**config.mk**
```make
export PLATFORM = sky130hd
export DESIGN_NAME = stack_arith_engine_core
export DESIGN_NICKNAME = d
export VERILOG_FILES = /design/src/hw/rtl/sae_pkg.sv /design/src/hw/rtl/stack_arith_engine_core.sv /design/src/hw/rtl/sae_div.sv /design/src/hw/rtl/sae_dpath.sv /design/src/hw/rtl/sae_ctrl.sv
export SDC_FILE = /design/constraint.sdc
export NUM_CORES = 2
export LEC_CHECK = 0
export BUFFER_PORTS_ARGS = -buffer_cell sky130_fd_sc_hd__buf_2
export CORE_MARGIN = 4
export CORE_UTILIZATION = 60
export CTS_CLUSTER_DIAMETER = 40
export DETAILED_ROUTE_END_ITERATION = 8
export PLACE_DENSITY = 0.77
export SLEW_MARGIN = 20
export SYNTH_ARGS = -nofsm -noshare
export SYNTH_HDL_FRONTEND = slang
export SYNTH_SLANG_ARGS = --single-unit
```
**constraint.sdc**
```tcl
create_clock -name i_clk -period 13.56 [get_ports i_clk]
set_input_delay 0 -clock i_clk [delete_from_list [all_inputs] [get_ports i_clk]]
set_output_delay 0 -clock i_clk [all_outputs]
set_load 0.005 [all_outputs]
```
**src/hw/rtl/sae_pkg.sv**
```systemverilog
// sae_pkg: shared types and constants for the stack arithmetic engine
// no dependencies; imported by every module of the block
package sae_pkg;

    localparam int WORD_W  = 32;
    localparam int DEPTH_W = 7;
    localparam int DIV_CW  = $clog2(WORD_W);

    typedef logic signed [WORD_W-1:0] t_word;

    typedef enum logic [2:0] {
        OP_PUSH = 3'd0,
        OP_SWAP = 3'd1,
        OP_ADD  = 3'd2,
        OP_SUB  = 3'd3,
        OP_DIV  = 3'd4,
        OP_MUL  = 3'd5
    } t_op;

    typedef enum logic [1:0] {
        ST_OK      = 2'd0,
        ST_SHORT   = 2'd1,
        ST_DIVZERO = 2'd2,
        ST_FULL    = 2'd3
    } t_status;

    typedef enum logic [1:0] {
        S_IDLE   = 2'd0,
        S_EXEC   = 2'd1,
        S_DIVW   = 2'd2,
        S_FINISH = 2'd3
    } t_state;

    // controller to datapath
    typedef struct packed {
        logic take;
        logic exec;
        logic div_commit;
        logic out_load;
    } t_ctl;

    // datapath to controller
    typedef struct packed {
        logic div_go;
        logic div_done;
        logic out_free;
    } t_sts;

endpackage

```
**src/hw/rtl/stack_arith_engine_core.sv**
```systemverilog
// stack arithmetic engine: push, swap, add, subtract, multiply, divide on a word stack
// sequence: take with registered stack read, execute, optional divide wait, then load into the result register
// overlap: one transaction at a time; the next is taken as the previous result moves into the output register
// divide: 32 divider steps plus the registered divider done
// reset: synchronous active low; clears entry count, state machine and result valid
// depends on sae_pkg, sae_ctrl, sae_dpath, sae_div
module stack_arith_engine_core #(
    parameter int STACK_DEPTH = 64
) (
    input  logic               i_clk,
    input  logic               i_rst_n,
    // request channel
    input  logic               i_valid,
    output logic               o_stall,
    input  logic [2:0]         i_req_type,
    input  logic signed [31:0] i_push_value,
    // result channel
    output logic               o_valid,
    input  logic               i_stall,
    output logic [1:0]         o_status,
    output logic signed [31:0] o_top_value,
    output logic [6:0]         o_stack_depth
);
    import sae_pkg::*;

    t_ctl ctl;
    t_sts sts;
    logic ready;

    // a new transaction is taken when idle, or while the finished result
    // moves into the output register
    assign o_stall = !ready;

    // controller: idle -> execute -> (divide wait) -> finish
    sae_ctrl u_ctrl (
        .i_clk   (i_clk),
        .i_rst_n (i_rst_n),
        .i_valid (i_valid),
        .o_ready (ready),
        .i_sts   (sts),
        .o_ctl   (ctl)
    );

    // datapath: top of stack cached in a register, the rest in memory,
    // so each operation needs a single registered read of the second entry
    sae_dpath #(
        .STACK_DEPTH (STACK_DEPTH)
    ) u_dpath (
        .i_clk         (i_clk),
        .i_rst_n       (i_rst_n),
        .i_ctl         (ctl),
        .o_sts         (sts),
        .i_req_type    (i_req_type),
        .i_push_value  (i_push_value),
        .i_stall       (i_stall),
        .o_valid       (o_valid),
        .o_status      (o_status),
        .o_top_value   (o_top_value),
        .o_stack_depth (o_stack_depth)
    );

endmodule

```
**src/hw/rtl/sae_div.sv**
```systemverilog
// sae_div: iterative signed divider, one quotient bit per cycle, truncating
// depends on sae_pkg
module sae_div (
    input  logic          i_clk,
    input  logic          i_rst_n,
    input  logic          i_start,
    input  sae_pkg::t_word i_dividend,
    input  sae_pkg::t_word i_divisor,
    output logic          o_done,
    output sae_pkg::t_word o_quotient
);
    import sae_pkg::*;

    logic              r_busy;
    logic              r_done;
    logic [DIV_CW-1:0] r_cnt;
    logic [WORD_W-1:0] r_rem;
    logic [WORD_W-1:0] r_quo;
    logic [WORD_W-1:0] r_den;
    logic              r_neg;

    logic [WORD_W:0]   trial;
    logic [WORD_W:0]   shifted;
    logic [WORD_W-1:0] mag_a;
    logic [WORD_W-1:0] mag_b;

    assign mag_a   = i_dividend[WORD_W-1] ? WORD_W'(-i_dividend) : WORD_W'(i_dividend);
    assign mag_b   = i_divisor[WORD_W-1]  ? WORD_W'(-i_divisor)  : WORD_W'(i_divisor);
    assign shifted = {r_rem, r_quo[WORD_W-1]};
    assign trial   = shifted - {1'b0, r_den};

    always_ff @(posedge i_clk) begin
        if (!i_rst_n) begin
            r_busy <= 1'b0;
            r_done <= 1'b0;
            r_cnt  <= '0;
        end else begin
            r_done <= !i_start && r_busy && (r_cnt == DIV_CW'(WORD_W - 1));
            if (i_start) begin
                r_busy <= 1'b1;
                r_cnt  <= '0;
            end else if (r_busy) begin
                r_cnt <= r_cnt + DIV_CW'(1);
                if (r_cnt == DIV_CW'(WORD_W - 1)) begin
                    r_busy <= 1'b0;
                end
            end
        end
    end

    always_ff @(posedge i_clk) begin
        if (i_start) begin
            r_rem <= '0;
            r_quo <= mag_a;
            r_den <= mag_b;
            r_neg <= i_dividend[WORD_W-1] ^ i_divisor[WORD_W-1];
        end else if (r_busy) begin
            // restoring step
            r_rem <= trial[WORD_W] ? shifted[WORD_W-1:0] : trial[WORD_W-1:0];
            r_quo <= {r_quo[WORD_W-2:0], ~trial[WORD_W]};
        end
    end

    assign o_done     = r_done;
    assign o_quotient = r_neg ? t_word'(-r_quo) : t_word'(r_quo);

endmodule

```
**src/hw/rtl/sae_dpath.sv**
```systemverilog
// sae_dpath: stack memory, cached top register, alu, divider and result register
// depends on sae_pkg and sae_div
module sae_dpath #(
    parameter int STACK_DEPTH = 64
) (
    input  logic                         i_clk,
    input  logic                         i_rst_n,
    input  sae_pkg::t_ctl                i_ctl,
    output sae_pkg::t_sts                o_sts,
    input  logic [2:0]                   i_req_type,
    input  logic signed [31:0]           i_push_value,
    input  logic                         i_stall,
    output logic                         o_valid,
    output logic [1:0]                   o_status,
    output logic signed [31:0]           o_top_value,
    output logic [6:0]                   o_stack_depth
);
    import sae_pkg::*;

    localparam int AW = (STACK_DEPTH > 1) ? $clog2(STACK_DEPTH) : 1;
    localparam int CW = $clog2(STACK_DEPTH + 1);

    // entries below the top; the top itself lives in r_top
    t_word          mem [STACK_DEPTH];

    logic [CW-1:0]  r_count;
    t_word          r_top;
    t_word          r_rd;
    logic [2:0]     r_op;
    t_word          r_pv;
    t_status        r_status;
    logic           r_ovalid;
    logic [1:0]     r_ostatus;
    t_word          r_otop;
    logic [6:0]     r_odepth;

    logic           is_short;
    logic           is_full;
    logic           top_zero;
    logic           we;
    logic [AW-1:0]  wa;
    logic [AW-1:0]  ra;
    t_word          alu;
    t_word          quot;
    logic           div_done;
    logic           div_go;
    logic           out_free;

    assign is_short = r_count < CW'(2);
    assign is_full  = r_count == CW'(STACK_DEPTH);
    assign top_zero = r_top == '0;
    assign ra       = AW'(r_count - CW'(2));
    assign div_go   = i_ctl.exec && (r_op == OP_DIV) && !is_short && !top_zero;
    assign out_free = !r_ovalid || !i_stall;

    always_comb begin
        case (r_op)
            OP_ADD:  alu = r_rd + r_top;
            OP_SUB:  alu = r_rd - r_top;
            default: alu = t_word'(r_rd * r_top);
        endcase
    end

    // memory write: spill the old top on push, second slot on swap
    always_comb begin
        we = 1'b0;
        wa = AW'(r_count - CW'(2));
        if (i_ctl.exec) begin
            if (r_op == OP_PUSH && !is_full && r_count != '0) begin
                we = 1'b1;
                wa = AW'(r_count - CW'(1));
            end else if (r_op == OP_SWAP && !is_short) begin
                we = 1'b1;
            end
        end
    end

    always_ff @(posedge i_clk) begin
        if (we) begin
            mem[wa] <= r_top;
        end
        if (i_ctl.take) begin
            r_rd <= mem[ra];
        end
    end

    always_ff @(posedge i_clk) begin
        if (i_ctl.take) begin
            r_op <= i_req_type;
            r_pv <= i_push_value;
        end
    end

    always_ff @(posedge i_clk) begin
        if (!i_rst_n) begin
            r_count  <= '0;
            r_status <= ST_OK;
        end else if (i_ctl.div_commit) begin
            r_top    <= quot;
            r_count  <= r_count - CW'(1);
            r_status <= ST_OK;
        end else if (i_ctl.exec) begin
            case (r_op) inside
                OP_PUSH: begin
                    if (is_full) begin
                        r_status <= ST_FULL;
                    end else begin
                        r_top    <= r_pv;
                        r_count  <= r_count + CW'(1);
                        r_status <= ST_OK;
                    end
                end
                OP_SWAP: begin
                    if (is_short) begin
                        r_status <= ST_SHORT;
                    end else begin
                        r_top    <= r_rd;
                        r_status <= ST_OK;
                    end
                end
                OP_ADD, OP_SUB, OP_MUL: begin
                    if (is_short) begin
                        r_status <= ST_SHORT;
                    end else begin
                        r_top    <= alu;
                        r_count  <= r_count - CW'(1);
                        r_status <= ST_OK;
                    end
                end
                OP_DIV: begin
                    if (is_short) begin
                        r_status <= ST_SHORT;
                    end else if (top_zero) begin
                        r_status <= ST_DIVZERO;
                    end else begin
                        r_status <= ST_OK;
                    end
                end
                default: begin
                    r_status <= ST_OK;
                end
            endcase
        end
    end

    sae_div u_div (
        .i_clk      (i_clk),
        .i_rst_n    (i_rst_n),
        .i_start    (div_go),
        .i_dividend (r_rd),
        .i_divisor  (r_top),
        .o_done     (div_done),
        .o_quotient (quot)
    );

    // result register
    always_ff @(posedge i_clk) begin
        if (!i_rst_n) begin
            r_ovalid <= 1'b0;
        end else if (i_ctl.out_load) begin
            r_ovalid <= 1'b1;
        end else if (!i_stall) begin
            r_ovalid <= 1'b0;
        end
    end

    always_ff @(posedge i_clk) begin
        if (i_ctl.out_load) begin
            r_ostatus <= r_status;
            r_otop    <= (r_count != '0) ? r_top : '0;
            r_odepth  <= DEPTH_W'(r_count);
        end
    end

    assign o_sts.div_go   = div_go;
    assign o_sts.div_done = div_done;
    assign o_sts.out_free = out_free;

    assign o_valid       = r_ovalid;
    assign o_status      = r_ostatus;
    assign o_top_value   = r_otop;
    assign o_stack_depth = r_odepth;

endmodule

```
**src/hw/rtl/sae_ctrl.sv**
```systemverilog
// sae_ctrl: sequencing state machine for the stack arithmetic engine
// depends on sae_pkg
module sae_ctrl (
    input  logic          i_clk,
    input  logic          i_rst_n,
    input  logic          i_valid,
    output logic          o_ready,
    input  sae_pkg::t_sts i_sts,
    output sae_pkg::t_ctl o_ctl
);
    import sae_pkg::*;

    t_state r_state;
    t_state n_state;

    always_ff @(posedge i_clk) begin
        if (!i_rst_n) begin
            r_state <= S_IDLE;
        end else begin
            r_state <= n_state;
        end
    end

    always_comb begin
        n_state = r_state;
        unique case (r_state)
            S_IDLE: begin
                if (i_valid) n_state = S_EXEC;
            end
            S_EXEC: begin
                n_state = i_sts.div_go ? S_DIVW : S_FINISH;
            end
            S_DIVW: begin
                if (i_sts.div_done) n_state = S_FINISH;
            end
            S_FINISH: begin
                if (i_sts.out_free) n_state = i_valid ? S_EXEC : S_IDLE;
            end
            default: n_state = S_IDLE;
        endcase
    end

    always_comb begin
        o_ready          = 1'b0;
        o_ctl.exec       = 1'b0;
        o_ctl.div_commit = 1'b0;
        o_ctl.out_load   = 1'b0;
        unique case (r_state)
            S_IDLE:   o_ready = 1'b1;
            S_EXEC:   o_ctl.exec = 1'b1;
            S_DIVW:   o_ctl.div_commit = i_sts.div_done;
            S_FINISH: begin
                o_ready        = i_sts.out_free;
                o_ctl.out_load = i_sts.out_free;
            end
            default: o_ready = 1'b0;
        endcase
        o_ctl.take = o_ready && i_valid;
    end

endmodule

```
==> flow_metrics.tcl <==
set metrics [dict create \
    yosysUniqueCellTypes 80 \
    drv_slew 0 \
    hold_path.class "primary input to flop" \
    r2r_setup_slack_ns 4.54 \
    synth_edf_count 2253 \
    path_buf_inv 5 \
    min_delay_worst_endpoint "u_dpath.r_pv[15]" \
    core_area_um2 183000 \
    cp_common_cell "fa_1" \
    cp.arrival_ns 9.66 \
    avgViaCountPerCell 6.93 \
    finalWirelength_um 336000 \
    syn-num-nets 7199 \
    dr.pass1.iters 9 \
    antenna_found_initial 34 \
    synthToLayoutAreaGrowth_pct 13.6 \
    end_kind "flop" \
    yosysSeqAreaShare_pct 62.3 \
    cts_hold_buffers 77 \
    wl_per_cell_um 35.3 \
    synth-seq-cells 2304 \
    routed-via-count 65873 \
    grt_max_degree 126 \
    slew_headroom_pct 18.8 \
    nets 7487 \
    fmax_mhz 111 \
    synthArstFlopShare_pct 0 \
    rows 157 \
    crit_family "adder cells" \
    die_y_um 437 \
    io_pins 82 \
    floorplan.initialDensity_pct 60.3 \
    layout_common_cells "2,253 x edfxtp_1, 656 x mux4_2, 480 x inv_1" \
    cap_violations 0 \
    violations "design-rule violations" \
    cts_inserted_buffers 306 \
    grt_use_total_pct 35.6 \
    worstSetupStartpointType "flop" \
    clkSlewWorstSetupHoldPaths_ns 0.06 \
    outcome "finished, violations left" \
    clock_sinks 2304 \
    synth_flop_cell "edfxtp_1" \
    min_from "i_push_value[15]" \
    final.setup.tns_ns 0 \
    post-route-min-period_ns 9.02 \
    period_share_pct 66.5 \
    clkLatencyLatePin_ns 0.97 \
    setup_viol 0 \
    ys_warn_count 0 \
    cts_root_buf "clkbuf_16" \
    hold_depth 2 \
    hpwl_um 174000 \
    antenna_left 0 \
    netlist_area_um2 110000 \
    fin_skew_ns 0.118 \
    required_ns 14.20 \
    synth_cells 6521 \
    hold_viol 0 \
    crit_type "flop to flop" \
    post_cts_buffers 0 \
    cts_buffer_depth 4 \
    grt_remaining_overflow 0 \
    cts_tree "yes" \
    grt_pass1_vias 67592 \
    slowest_stage "edfxtp_1" \
    worstReg2RegEnd "u_dpath.r_top[31]" \
    h-tree-depth 5 \
    dr.first_iter.drc_count 10869 \
    syn_area_per_cell_um2 16.9 \
    numPortBuffers 81 \
    drive_gt1_share_pct 21.6 \
    grt_pass1_wl_um 483000 \
    fp.dieW_um 437 \
    slowest_delay_ns 1.00 \
    ff2ff_path_depth 24 \
    nFillCells 11007 \
    worstMarginPinSlew_ns 1.21 \
    rsz0062_at_grt "no" \
    ctsResizeCount 0 \
    crit-reg2reg-launch "u_dpath.r_top[7]" \
    drc 6 \
    path_max_fanout 61 \
    gp_congestion 0.926 \
    crit_path_cell_trace "buf_4 -> and2_1 -> fa_1 -> fa_1 -> fa_1 -> inv_1 -> fa_1 -> inv_1 -> fa_1 -> ha_1 -> fa_1 -> inv_1 -> fa_1 -> inv_1 -> ha_1 -> a211oi_1 -> nor3b_1 -> a32oi_1 -> a311oi_1 -> o21bai_1 -> a21o_1 -> a2111oi_0 -> o21bai_1 -> a221o_1" \
    die_area_um2 191000 \
    final_common_cell "edfxtp_1" \
]
==> cell families (layout without fill, tap and decap cells) <==
| group | count (synthesis) | in the layout | synth area share (%) |
|---|---|---|---|
| flip-flops | 2304 | 2304 | 62.3 |
| multiplexers | 688 | 688 | 13.7 |
| buffers and inverters | 850 | 1357 | 2.92 |
| XOR/XNOR | 262 | 262 | 2.09 |
| other | 0 | 13 | 0 |
| AND/OR/NAND/NOR | 1186 | 1186 | 5.48 |
| AO/OA/AOI/OAI | 592 | 592 | 3.51 |
| adder cells (fa/ha/maj) | 639 | 639 | 10.0 |
==> worst max path at each step <==
stage                     start           endpoint  slack [ns]  cells after the start
2_1_floorplan  u_dpath.r_top[8]  u_dpath.r_top[31]        5.19                     27
3_3_place_gp   u_dpath.r_top[5]  u_dpath.r_top[31]        4.69                     24
3_5_place_dp   u_dpath.r_top[5]  u_dpath.r_top[31]        4.50                     24
4_1_cts        u_dpath.r_top[5]  u_dpath.r_top[31]        4.34                     24
5_1_grt        u_dpath.r_top[5]  u_dpath.r_top[31]        4.02                     25
6_report       u_dpath.r_top[7]  u_dpath.r_top[31]        4.54                     24
==> per-layer routing <==
layer	vias up	share of wire (%)	global-route usage [%]
met3	1274	13	9.27
met4	12	7.5	21.5
li1	25312	-	-
met5	-	0.023	0.0756
met1	33428	33	45.7
met2	5847	47	55.4
==> synthesized netlist by cell type, types with 8 or more instances <==
| cell type | number | area, um2 |
|---|---|---|
| or4_1 | 8 | 60.1 |
| o21ai_0 | 118 | 591 |
| o21ai_1 | 17 | 85.1 |
| xor2_1 | 112 | 981 |
| dfxtp_1 | 51 | 1020 |
| nor2b_1 | 34 | 213 |
| edfxtp_1 | 2253 | 67700 |
| xnor2_1 | 149 | 1310 |
| a21o_1 | 31 | 233 |
| nand2b_1 | 28 | 175 |
| buf_2 | 16 | 80.1 |
| or3_1 | 19 | 119 |
| mux4_2 | 656 | 14800 |
| a31oi_1 | 28 | 175 |
| o31ai_1 | 35 | 263 |
| fa_1 | 410 | 8210 |
| a221oi_1 | 9 | 78.8 |
| nand4_1 | 12 | 75.1 |
| mux2i_1 | 30 | 300 |
| buf_1 | 58 | 218 |
| nor4_1 | 19 | 119 |
| o31a_1 | 8 | 70.1 |
| o21bai_1 | 8 | 60.1 |
| nor3_1 | 38 | 190 |
| or2_2 | 9 | 56.3 |
| nor2_1 | 175 | 657 |
| o21a_1 | 30 | 225 |
| and3_1 | 14 | 87.6 |
| o41ai_1 | 9 | 78.8 |
| inv_1 | 481 | 1810 |
| and2_1 | 404 | 2530 |
| nand2_1 | 371 | 1390 |
| o211ai_1 | 14 | 105 |
| ha_1 | 229 | 2870 |
| a21oi_1 | 150 | 751 |
| nand3_1 | 34 | 170 |
| a211oi_1 | 51 | 383 |
| clkbuf_1 | 292 | 1100 |
| a22oi_1 | 10 | 75.1 |
==> cell type report <==
type / count / area (um2) / share of cell area (%)
inverter: 482 / 1810 / 1.44
sequential: 2304 / 68700 / 54.8
antenna: 13 / 32.5 / 0.0260
multi-input combinational: 3367 / 39000 / 31.1
clock buffer: 347 / 7980 / 6.37
clock inverter: 180 / 2050 / 1.64
tap: 2464 / 3080 / 2.46
timing repair buffer: 348 / 2670 / 2.13
==> sequential cells by signal, summed over array words and instances (netlist names), 32 cells and up <==
name and cells:
u_dpath.u_div.r_den 32, u_dpath.r_pv 32, u_dpath.r_rd 32, u_dpath.u_div.r_quo 32, u_dpath.o_top_value 32, u_dpath.r_top 32, u_dpath.mem 2048, u_dpath.u_div.r_rem 32
==> worst reg2reg max path: cells and delay by family, from the launching register on <==
| kind | cells | cell delay (ns) |
|---|---|---|
| adder cells (fa/ha/maj) | 9 | 3.98 |
| AO/OA/AOI/OAI | 8 | 2.22 |
| flip-flops | 1 | 1.00 |
| buffers and inverters | 5 | 0.90 |
| AND/OR/NAND/NOR | 2 | 0.62 |
==> per-stage QoR <==
stage	setup WS [ns]	utilization [%]	cells	instance area [um2]	hold slack, ns
6_report	4.54	68.5	9505	125000	0.0540
5_1_grt	4.02	68.5	9494	125000	0.00625
4_1_cts	4.34	68.5	9489	125000	0.00450
3_5_place_dp	4.50	62.6	8885	114000	0.179
3_3_place_gp	4.69	62.6	8885	114000	0.177
2_1_floorplan	5.19	-	6521	110000	0.0989
Power is not shown: default switching activity piles up to over one toggle a cycle in this logic, so the estimate is an artifact.
